### src/tlbtm_pkg.sv
// Shared types, constants and helpers for the TLB tag match array.
`timescale 1ns / 1ps
`default_nettype none
package tlbtm_pkg;

    // Number of entries in the array
    localparam int ENTRIES = 32;
    // Bits needed to address one entry
    localparam int IDX_W = (ENTRIES > 1) ? $clog2(ENTRIES) : 1;
    // Width of the entry index field on the ports
    localparam int PORT_IDX_W = 5;
    // Width that holds both a port index and an internal index
    localparam int EXT_W = (IDX_W > PORT_IDX_W) ? IDX_W : PORT_IDX_W;

    localparam int VPN2_W = 29;
    localparam int MASK_W = 19;
    localparam int ASID_W = 8;

    // Operation codes
    localparam logic [1:0] OP_WRITE = 2'd0;
    localparam logic [1:0] OP_READ  = 2'd1;
    localparam logic [1:0] OP_PROBE = 2'd2;

    typedef enum logic [1:0] {
        ST_IDLE,
        ST_EXEC,
        ST_FINISH
    } state_t;

    // Commands from the controller to the datapath
    typedef struct packed {
        logic load;
        logic exec;
        logic finish;
    } ctrl_cmd_t;

    // Form VPN2 from an EntryHi-style word: bits 63..62 and 39..13
    function automatic logic [VPN2_W-1:0] make_vpn2(input logic [63:0] word);
        make_vpn2 = {word[63:62], word[39:13]};
    endfunction

    // Pack an entry back into EntryHi form
    function automatic logic [63:0] pack_entry_hi(
        input logic [VPN2_W-1:0] tag,
        input logic              glob,
        input logic [ASID_W-1:0] asid
    );
        pack_entry_hi = {tag[28:27], 22'd0, tag[26:0], glob, 4'd0, asid};
    endfunction

endpackage
`default_nettype wire

### src/tlbtm_ctrl.sv
// Sequencer for the TLB tag match array: capture, execute, deliver.
`timescale 1ns / 1ps
`default_nettype none
module tlbtm_ctrl (
    input  wire logic                  clk,
    input  wire logic                  rst_n,
    input  wire logic                  req_valid,
    output logic                       req_ready,
    output logic                       rsp_valid,
    input  wire logic                  rsp_ready,
    output tlbtm_pkg::ctrl_cmd_t       cmd
);

    tlbtm_pkg::state_t state_reg;
    tlbtm_pkg::state_t state_next;
    logic              out_valid_reg;
    logic              out_valid_next;

    // Hold state and result-valid flag
    always_ff @(posedge clk or negedge rst_n)
    begin
        if (!rst_n)
        begin
            state_reg     <= tlbtm_pkg::ST_IDLE;
            out_valid_reg <= 1'b0;
        end
        else
        begin
            state_reg     <= state_next;
            out_valid_reg <= out_valid_next;
        end
    end

    // Advance the sequence and issue commands
    always_comb
    begin
        state_next = state_reg;
        req_ready  = 1'b0;
        cmd        = '0;
        case (state_reg)
            tlbtm_pkg::ST_IDLE:
            begin
                req_ready = 1'b1;
                if (req_valid)
                begin
                    cmd.load   = 1'b1;
                    state_next = tlbtm_pkg::ST_EXEC;
                end
            end
            tlbtm_pkg::ST_EXEC:
            begin
                cmd.exec   = 1'b1;
                state_next = tlbtm_pkg::ST_FINISH;
            end
            tlbtm_pkg::ST_FINISH:
            begin
                // Load the result only once the output slot is free
                if (!out_valid_reg || rsp_ready)
                begin
                    cmd.finish = 1'b1;
                    state_next = tlbtm_pkg::ST_IDLE;
                end
            end
            default:
            begin
                state_next = tlbtm_pkg::ST_IDLE;
            end
        endcase
    end

    // Set on a new result, drop when the beat is taken
    always_comb
    begin
        if (cmd.finish)
            out_valid_next = 1'b1;
        else if (rsp_ready)
            out_valid_next = 1'b0;
        else
            out_valid_next = out_valid_reg;
    end

    assign rsp_valid = out_valid_reg;

endmodule
`default_nettype wire

### src/tlbtm_dp.sv
// Datapath: entry storage, parallel tag compare, priority encode, result registers.
`timescale 1ns / 1ps
`default_nettype none
module tlbtm_dp (
    input  wire logic                  clk,
    input  wire logic                  rst_n,
    input  wire tlbtm_pkg::ctrl_cmd_t  cmd,
    input  wire logic [1:0]            operation,
    input  wire logic [4:0]            entry_index,
    input  wire logic [63:0]           entry_high_word,
    input  wire logic                  low0_global_bit,
    input  wire logic                  low1_global_bit,
    input  wire logic [31:0]           page_mask_word,
    input  wire logic [63:0]           virtual_address,
    input  wire logic [7:0]            probe_asid,
    output logic                       miss,
    output logic [4:0]                 hit_index,
    output logic [63:0]                read_entry_high
);

    localparam int N = tlbtm_pkg::ENTRIES;
    localparam int IW = tlbtm_pkg::IDX_W;
    localparam int XW = tlbtm_pkg::EXT_W;
    localparam int VW = tlbtm_pkg::VPN2_W;
    localparam int MW = tlbtm_pkg::MASK_W;
    localparam int AW = tlbtm_pkg::ASID_W;

    // Captured request
    logic [1:0]    op_reg;
    logic [4:0]    idx_reg;
    logic [VW-1:0] wr_vpn_reg;
    logic [AW-1:0] wr_asid_reg;
    logic          wr_glob_reg;
    logic [MW-1:0] wr_mask_reg;
    logic [VW-1:0] pr_vpn_reg;
    logic [AW-1:0] pr_asid_reg;

    // Entry storage
    logic [VW-1:0] tag_reg   [N];
    logic [MW-1:0] mask_reg  [N];
    logic [AW-1:0] asid_reg  [N];
    logic          glob_reg  [N];
    logic [N-1:0]  valid_reg;

    // Execute-stage results
    logic [N-1:0]  match_reg;
    logic [63:0]   rd_word_reg;

    // Output registers
    logic          miss_reg;
    logic [4:0]    hit_reg;
    logic [63:0]   rd_out_reg;

    logic [XW-1:0] idx_ext;
    logic [IW-1:0] idx_sel;
    logic          idx_in_range;
    logic          do_write;
    logic [N-1:0]  match_vec;
    logic [IW-1:0] enc_idx;
    logic [XW-1:0] enc_ext;
    logic [VW-1:0] rd_tag;

    assign idx_ext      = XW'(idx_reg);
    assign idx_sel      = idx_ext[IW-1:0];
    assign idx_in_range = (32'(idx_reg) < 32'(N));
    assign do_write     = cmd.exec && (op_reg == tlbtm_pkg::OP_WRITE) && idx_in_range;

    // Capture the request beat
    always_ff @(posedge clk)
    begin
        if (cmd.load)
        begin
            op_reg      <= operation;
            idx_reg     <= entry_index;
            wr_vpn_reg  <= tlbtm_pkg::make_vpn2(entry_high_word);
            wr_asid_reg <= entry_high_word[7:0];
            wr_glob_reg <= low0_global_bit & low1_global_bit;
            wr_mask_reg <= ~page_mask_word[31:13];
            pr_vpn_reg  <= tlbtm_pkg::make_vpn2(virtual_address);
            pr_asid_reg <= probe_asid;
        end
    end

    // Write entry fields that have a reset value
    always_ff @(posedge clk or negedge rst_n)
    begin
        if (!rst_n)
        begin
            valid_reg <= '0;
            for (int i = 0; i < N; i++)
            begin
                mask_reg[i] <= '0;
                asid_reg[i] <= '0;
                glob_reg[i] <= 1'b0;
            end
        end
        else if (do_write)
        begin
            valid_reg[idx_sel] <= 1'b1;
            mask_reg[idx_sel]  <= wr_mask_reg;
            asid_reg[idx_sel]  <= wr_asid_reg;
            glob_reg[idx_sel]  <= wr_glob_reg;
        end
    end

    // Write tag; an entry that is not valid never matches and reads with an all-ones tag
    always_ff @(posedge clk)
    begin
        if (do_write)
            tag_reg[idx_sel] <= wr_vpn_reg;
    end

    // Compare every entry against the probe in parallel
    always_comb
    begin
        for (int i = 0; i < N; i++)
        begin
            match_vec[i] = valid_reg[i]
                && ((pr_vpn_reg & {{(VW-MW){1'b1}}, mask_reg[i]}) == tag_reg[i])
                && ((asid_reg[i] == pr_asid_reg) || glob_reg[i]);
        end
    end

    assign rd_tag = valid_reg[idx_sel] ? tag_reg[idx_sel] : {VW{1'b1}};

    // Register the match vector and the read word
    always_ff @(posedge clk)
    begin
        if (cmd.exec)
        begin
            match_reg <= match_vec;
            if ((op_reg == tlbtm_pkg::OP_READ) && idx_in_range)
                rd_word_reg <= tlbtm_pkg::pack_entry_hi(rd_tag, glob_reg[idx_sel],
                                                        asid_reg[idx_sel]);
            else
                rd_word_reg <= '0;
        end
    end

    // Pick the lowest matching entry
    always_comb
    begin
        enc_idx = '0;
        for (int i = N - 1; i >= 0; i--)
        begin
            if (match_reg[i])
                enc_idx = IW'(i);
        end
    end

    assign enc_ext = XW'(enc_idx);

    // Load the result beat
    always_ff @(posedge clk)
    begin
        if (cmd.finish)
        begin
            if (op_reg == tlbtm_pkg::OP_PROBE)
            begin
                miss_reg <= (match_reg == '0);
                hit_reg  <= enc_ext[4:0];
            end
            else
            begin
                miss_reg <= 1'b0;
                hit_reg  <= '0;
            end
            rd_out_reg <= rd_word_reg;
        end
    end

    assign miss            = miss_reg;
    assign hit_index       = hit_reg;
    assign read_entry_high = rd_out_reg;

endmodule
`default_nettype wire

### src/tlb_tag_match_array.sv
// Top level of the TLB tag match array: controller plus datapath.
`timescale 1ns / 1ps
`default_nettype none
// Tag side of a fully associative MIPS-style TLB. Each request beat writes an
// entry, reads an entry back in EntryHi form, or probes an address against all
// entries and returns the lowest matching index (or a miss); the unused code
// does nothing. Every request gives exactly one response beat. The accepting
// edge captures the beat; the execute state then does the entry write, entry
// read or the parallel compare of all entries, and the finish state loads the
// priority encode into the output register. The sequencer takes one request
// at a time and returns to idle as the response loads, so it accepts no new
// request before the last one has loaded its response. A new request may be
// accepted while the previous response still waits in the output register; that
// request then holds in its finish state until the waiting beat is taken. Entries
// are empty after reset; an empty entry never matches and reads back with an
// all-ones VPN2, global 0 and ASID 0.
module tlb_tag_match_array (
    input  wire logic        clk,
    input  wire logic        rst_n,
    input  wire logic        req_valid,
    output logic             req_ready,
    input  wire logic [1:0]  operation,
    input  wire logic [4:0]  entry_index,
    input  wire logic [63:0] entry_high_word,
    input  wire logic        low0_global_bit,
    input  wire logic        low1_global_bit,
    input  wire logic [31:0] page_mask_word,
    input  wire logic [63:0] virtual_address,
    input  wire logic [7:0]  probe_asid,
    output logic             rsp_valid,
    input  wire logic        rsp_ready,
    output logic             miss,
    output logic [4:0]       hit_index,
    output logic [63:0]      read_entry_high
);

    tlbtm_pkg::ctrl_cmd_t cmd;

    tlbtm_ctrl u_ctrl (
        .clk       (clk),
        .rst_n     (rst_n),
        .req_valid (req_valid),
        .req_ready (req_ready),
        .rsp_valid (rsp_valid),
        .rsp_ready (rsp_ready),
        .cmd       (cmd)
    );

    tlbtm_dp u_dp (
        .clk             (clk),
        .rst_n           (rst_n),
        .cmd             (cmd),
        .operation       (operation),
        .entry_index     (entry_index),
        .entry_high_word (entry_high_word),
        .low0_global_bit (low0_global_bit),
        .low1_global_bit (low1_global_bit),
        .page_mask_word  (page_mask_word),
        .virtual_address (virtual_address),
        .probe_asid      (probe_asid),
        .miss            (miss),
        .hit_index       (hit_index),
        .read_entry_high (read_entry_high)
    );

endmodule
`default_nettype wire

### config.mk
export PLATFORM = sky130hd
export DESIGN_NAME = tlb_tag_match_array
export DESIGN_NICKNAME = d
export VERILOG_FILES = /design/src/tlbtm_pkg.sv /design/src/tlbtm_ctrl.sv /design/src/tlbtm_dp.sv /design/src/tlb_tag_match_array.sv
export SDC_FILE = /design/constraint.sdc
export NUM_CORES = 2
export LEC_CHECK = 0
export BUFFER_PORTS_ARGS = -buffer_cell sky130_fd_sc_hd__buf_2
export CELL_PAD_IN_SITES_DETAIL_PLACEMENT = 0
export CELL_PAD_IN_SITES_GLOBAL_PLACEMENT = 2
export CORE_ASPECT_RATIO = 1.1
export CORE_MARGIN = 5
export CORE_UTILIZATION = 41
export CTS_CLUSTER_DIAMETER = 150
export CTS_CLUSTER_SIZE = 25
export DETAILED_ROUTE_END_ITERATION = 16
export PLACE_DENSITY = 0.76
export RECOVER_POWER = 25
export SLEW_MARGIN = 20
export SYNTH_ARGS = -nofsm -noshare
export SYNTH_HDL_FRONTEND = slang
export SYNTH_SLANG_ARGS = --single-unit
### constraint.sdc
create_clock -name clk -period 4.2 [get_ports clk]
set_input_delay 0.21 -clock clk [delete_from_list [all_inputs] [get_ports clk]]
set_output_delay 0.21 -clock clk [all_outputs]
set_load 0.005 [all_outputs]
==> impl_results.md <==
* Arrival time of the worst setup path at ~4.5 ns
* Initial DRC count at around 6400
* Boundary Pins at about 250
* Final hold viol count at 0
* Core box area at about 230000 um2
* Initial antenna violation count at 14
* Count of buffers from port buffering at ~150
* Cell area after technology mapping at roughly 96000 um2
* Vias per cell at 5.84
* Share of the clock period used by the worst path at 91.3%
* Synthesized area per cell at about 14 um2
* Final setup fails at 0
* Count of TritonRoute iterations in the first routing pass at 5
* Wire length per cell after detailed routing at approximately 33 um
* RD Place Congestion at 0.918
* Die Height at 517 um
* Final critical path time including I/O delays and setup at 3.84 ns
* Top post-synthesis cells by count: 1143 x sky130_fd_sc_hd__edfxtp_1, 931 x sky130_fd_sc_hd__dfrtp_1, 917 x sky130_fd_sc_hd__mux2_2, 676 x sky130_fd_sc_hd__nand2_1, 598 x sky130_fd_sc_hd__xnor2_1
* Most numerous cell in the Yosys netlist: sky130_fd_sc_hd__edfxtp_1
* First-pass GRT wire length at 466000 um
* Worst relative slew slack at -105%
* Latest clock arrival within the worst-skew pair at 0.81 ns
* GRT overflow at 0
* Area enclosed by the die boundary at 243000 um2
* P per Cell Area at approximately 420 nW/um2
* Area share of the largest cell type after synthesis at roughly 36%
* Share of synthesized area occupied by flip-flops and latches at between 60 and 70%
* Final-stage net count at slightly above 7000
* Top cells by area in the synthesized netlist: sky130_fd_sc_hd__edfxtp_1 36%, sky130_fd_sc_hd__dfrtp_1 24%, sky130_fd_sc_hd__mux2_2 11%
* F_max at between 0.2 and 0.3 GHz
* Flip-flop count of the largest register, all copies and words added at just over 900
* Max Slew Vio Count at ~900
* CP Launch Type: flip-flop
* Layout overhead on the synthesized area at 9.64%
* GRT Resource Usage Total at between 20 and 30%
* Flip-flop and latch count after synthesis at a little over 2000
* Initial Utilization at roughly 41%
* Clock-pin slew on the worst setup and hold paths at about 0.11 ns
* Final routed DRC violation total at 0
* Detail Route Antenna Nets at 0
* Synth cell types at 54
* Post-route setup slack at roughly 0.36 ns
* # clock sinks at around 2100
* Number of flops mapped to enable cells by yosys at between 1000 and 1500
* Warnings from Yosys at 0
* Skew final at 0.0742 ns
* Worst setup slack before clock tree synthesis at 0.546 ns
* Cell type with the highest aggregate area in the netlist: sky130_fd_sc_hd__edfxtp_1
* Tightest Pin Transition at slightly above 3 ns
* TritonCTS clock tree: yes
* Reported leakage power at just over 40 nW
* Number of global-route vias before repair at roughly 58000
* Placement row count at around 190
* Library cell used as clock root buffer: sky130_fd_sc_hd__clkbuf_16
* Via count at 58900
* VDD IR-drop max at between 0.0004 and 0.0005 V
* CP endpoint kind: flip-flop
* Class of the most critical hold timing path: primary input to flip-flop
* Final-layout setup total negative slack at 0 ns
* Number of buffers on the longest clock path at 3
* Total Routed Length at around 330000 um
* Crit-path max FO at 11
* Violations in the final reports: max-capacitance violations, max-slew violations
* Req. time, crit path at 4.84 ns
* Setup repair after global routing missed its margin: false
* Post-synthesis instance total at ~6700
* Outcome: complete, but fails checks
* Max Cap Viol at 28
* Max H-tree Level at 3
* Largest net degree at the start of global routing at 155
* Most used flip-flop cell after synthesis: sky130_fd_sc_hd__edfxtp_1
* Startpoint-to-endpoint class of the critical path: flip-flop to flip-flop
* Post-DP HPWL at between 200000 and 250000 um
* Fraction of final layout cells with drive strength greater than 1 at between 20% and 30%
* Clock buffers created by TritonCTS at 94
* Die X at roughly 470 um
* Total power at about 44 mW
* Post-synthesis async set-or-reset flop share at about 45%
[critical path, stage by stage, from the launching register on]
cell and delay (ns):
sky130_fd_sc_hd__edfxtp_1 1.07, sky130_fd_sc_hd__xor2_1 0.15, sky130_fd_sc_hd__nor4_1 0.34, sky130_fd_sc_hd__nand4_1 0.25
sky130_fd_sc_hd__nor4_1 0.84, sky130_fd_sc_hd__nand4_1 0.72, sky130_fd_sc_hd__nor2_1 0.26
[stage by stage]
step / utilization [%] / instances / area [um2] / hold WS [ns]
global placement: 43.5 / 9796 / 101000 / 0.222
floorplan: - / 6704 / 95800 / -0.0856
CTS: 45.1 / 10100 / 105000 / 0.0504
global route: 45.0 / 10100 / 105000 / 0.103
finish: 45.0 / 10100 / 105000 / 0.117
detailed placement: 43.5 / 9796 / 101000 / 0.225
[layout by cell type (no fill, tap or decap), types with 130 or more instances in the layout]
cell type,netlist,layout
sky130_fd_sc_hd__mux4_2,188,188
sky130_fd_sc_hd__xor2_1,568,568
sky130_fd_sc_hd__buf_2,204,130
sky130_fd_sc_hd__nor4_1,191,189
sky130_fd_sc_hd__buf_4,43,229
sky130_fd_sc_hd__xnor2_1,598,598
sky130_fd_sc_hd__mux2_2,917,917
sky130_fd_sc_hd__dfrtp_1,931,931
sky130_fd_sc_hd__mux2i_1,248,248
sky130_fd_sc_hd__nand2_1,676,652
sky130_fd_sc_hd__edfxtp_1,1143,1143
[routing by layer]
layer / routed length, um / track usage [%] / up-vias
met3: 23000 / 3.76 / 403
met4: 12900 / 9.26 / 6
li1: - / - / 24600
met5: 41 / 0 / -
met2: 158000 / 43.8 / 2357
met1: 140000 / 37.3 / 31500
[cell families (layout without fill, tap and decap cells)]
logic type	after synthesis	count (layout)	share of synthesized area [%]
buffers and inverters	513	785	2.54
AOI/OAI and AO/OA	320	320	2.39
xor gates and xnor gates	1166	1166	10.7
and+or+nand+nor	1234	1234	6.13
muxes	1366	1366	18.0
DFF	2079	2079	60.3
other	1	31	0.00392
[where the power goes]
part	internal (mW)	switching [mW]	leakage (nW)
clock network	4.41	6.76	1.31
registers	23.2	1.15	23.3
logic	3.26	5.67	16.6
[path summary, 6_finish.rpt]
kind	startpoint	to	slack (ns)	cells after the start
max	u_dp.pr_vpn_reg[24]$_DFFE_PP_	u_dp.match_reg[20]$_DFFE_PP_	0.36	6
min	virtual_address[28]	u_dp.pr_vpn_reg[15]$_DFFE_PP_	0.12	2
max reg2reg	u_dp.pr_vpn_reg[24]$_DFFE_PP_	u_dp.match_reg[20]$_DFFE_PP_	0.36	6
min reg2reg	u_dp.rd_word_reg[6]$_SDFFCE_PP0P_	u_dp.read_entry_high[6]$_DFFE_PP_	0.44	0
max in group asynchronous	rst_n	u_dp.asid_reg[93]$_DFFE_PN0P_	0.88	4
min in group asynchronous	rst_n	u_dp.asid_reg[131]$_DFFE_PN0P_	1.18	3
[area by class of cell]
class / count / area, um2
Antenna cell: 5 / 12.5
Clock buffer: 168 / 2670
Clock inverter: 7 / 91.3
Fill cell: 21000 / 128000
Inverter: 50 / 189
Multi-Input combinational cell: 4112 / 35800
Sequential cell: 2079 / 57700
Tap cell: 3102 / 3880
Timing Repair Buffer: 560 / 4520
[repair_timing]
action | 4_1_cts | 5_1_grt
hold buffers | 107 | 0
setup buffers | 0 | 0
hold endpoints to repair | 432 | 0
resized for setup | 0 | 0
No activity file was read; power rests on OpenSTA's default activity.
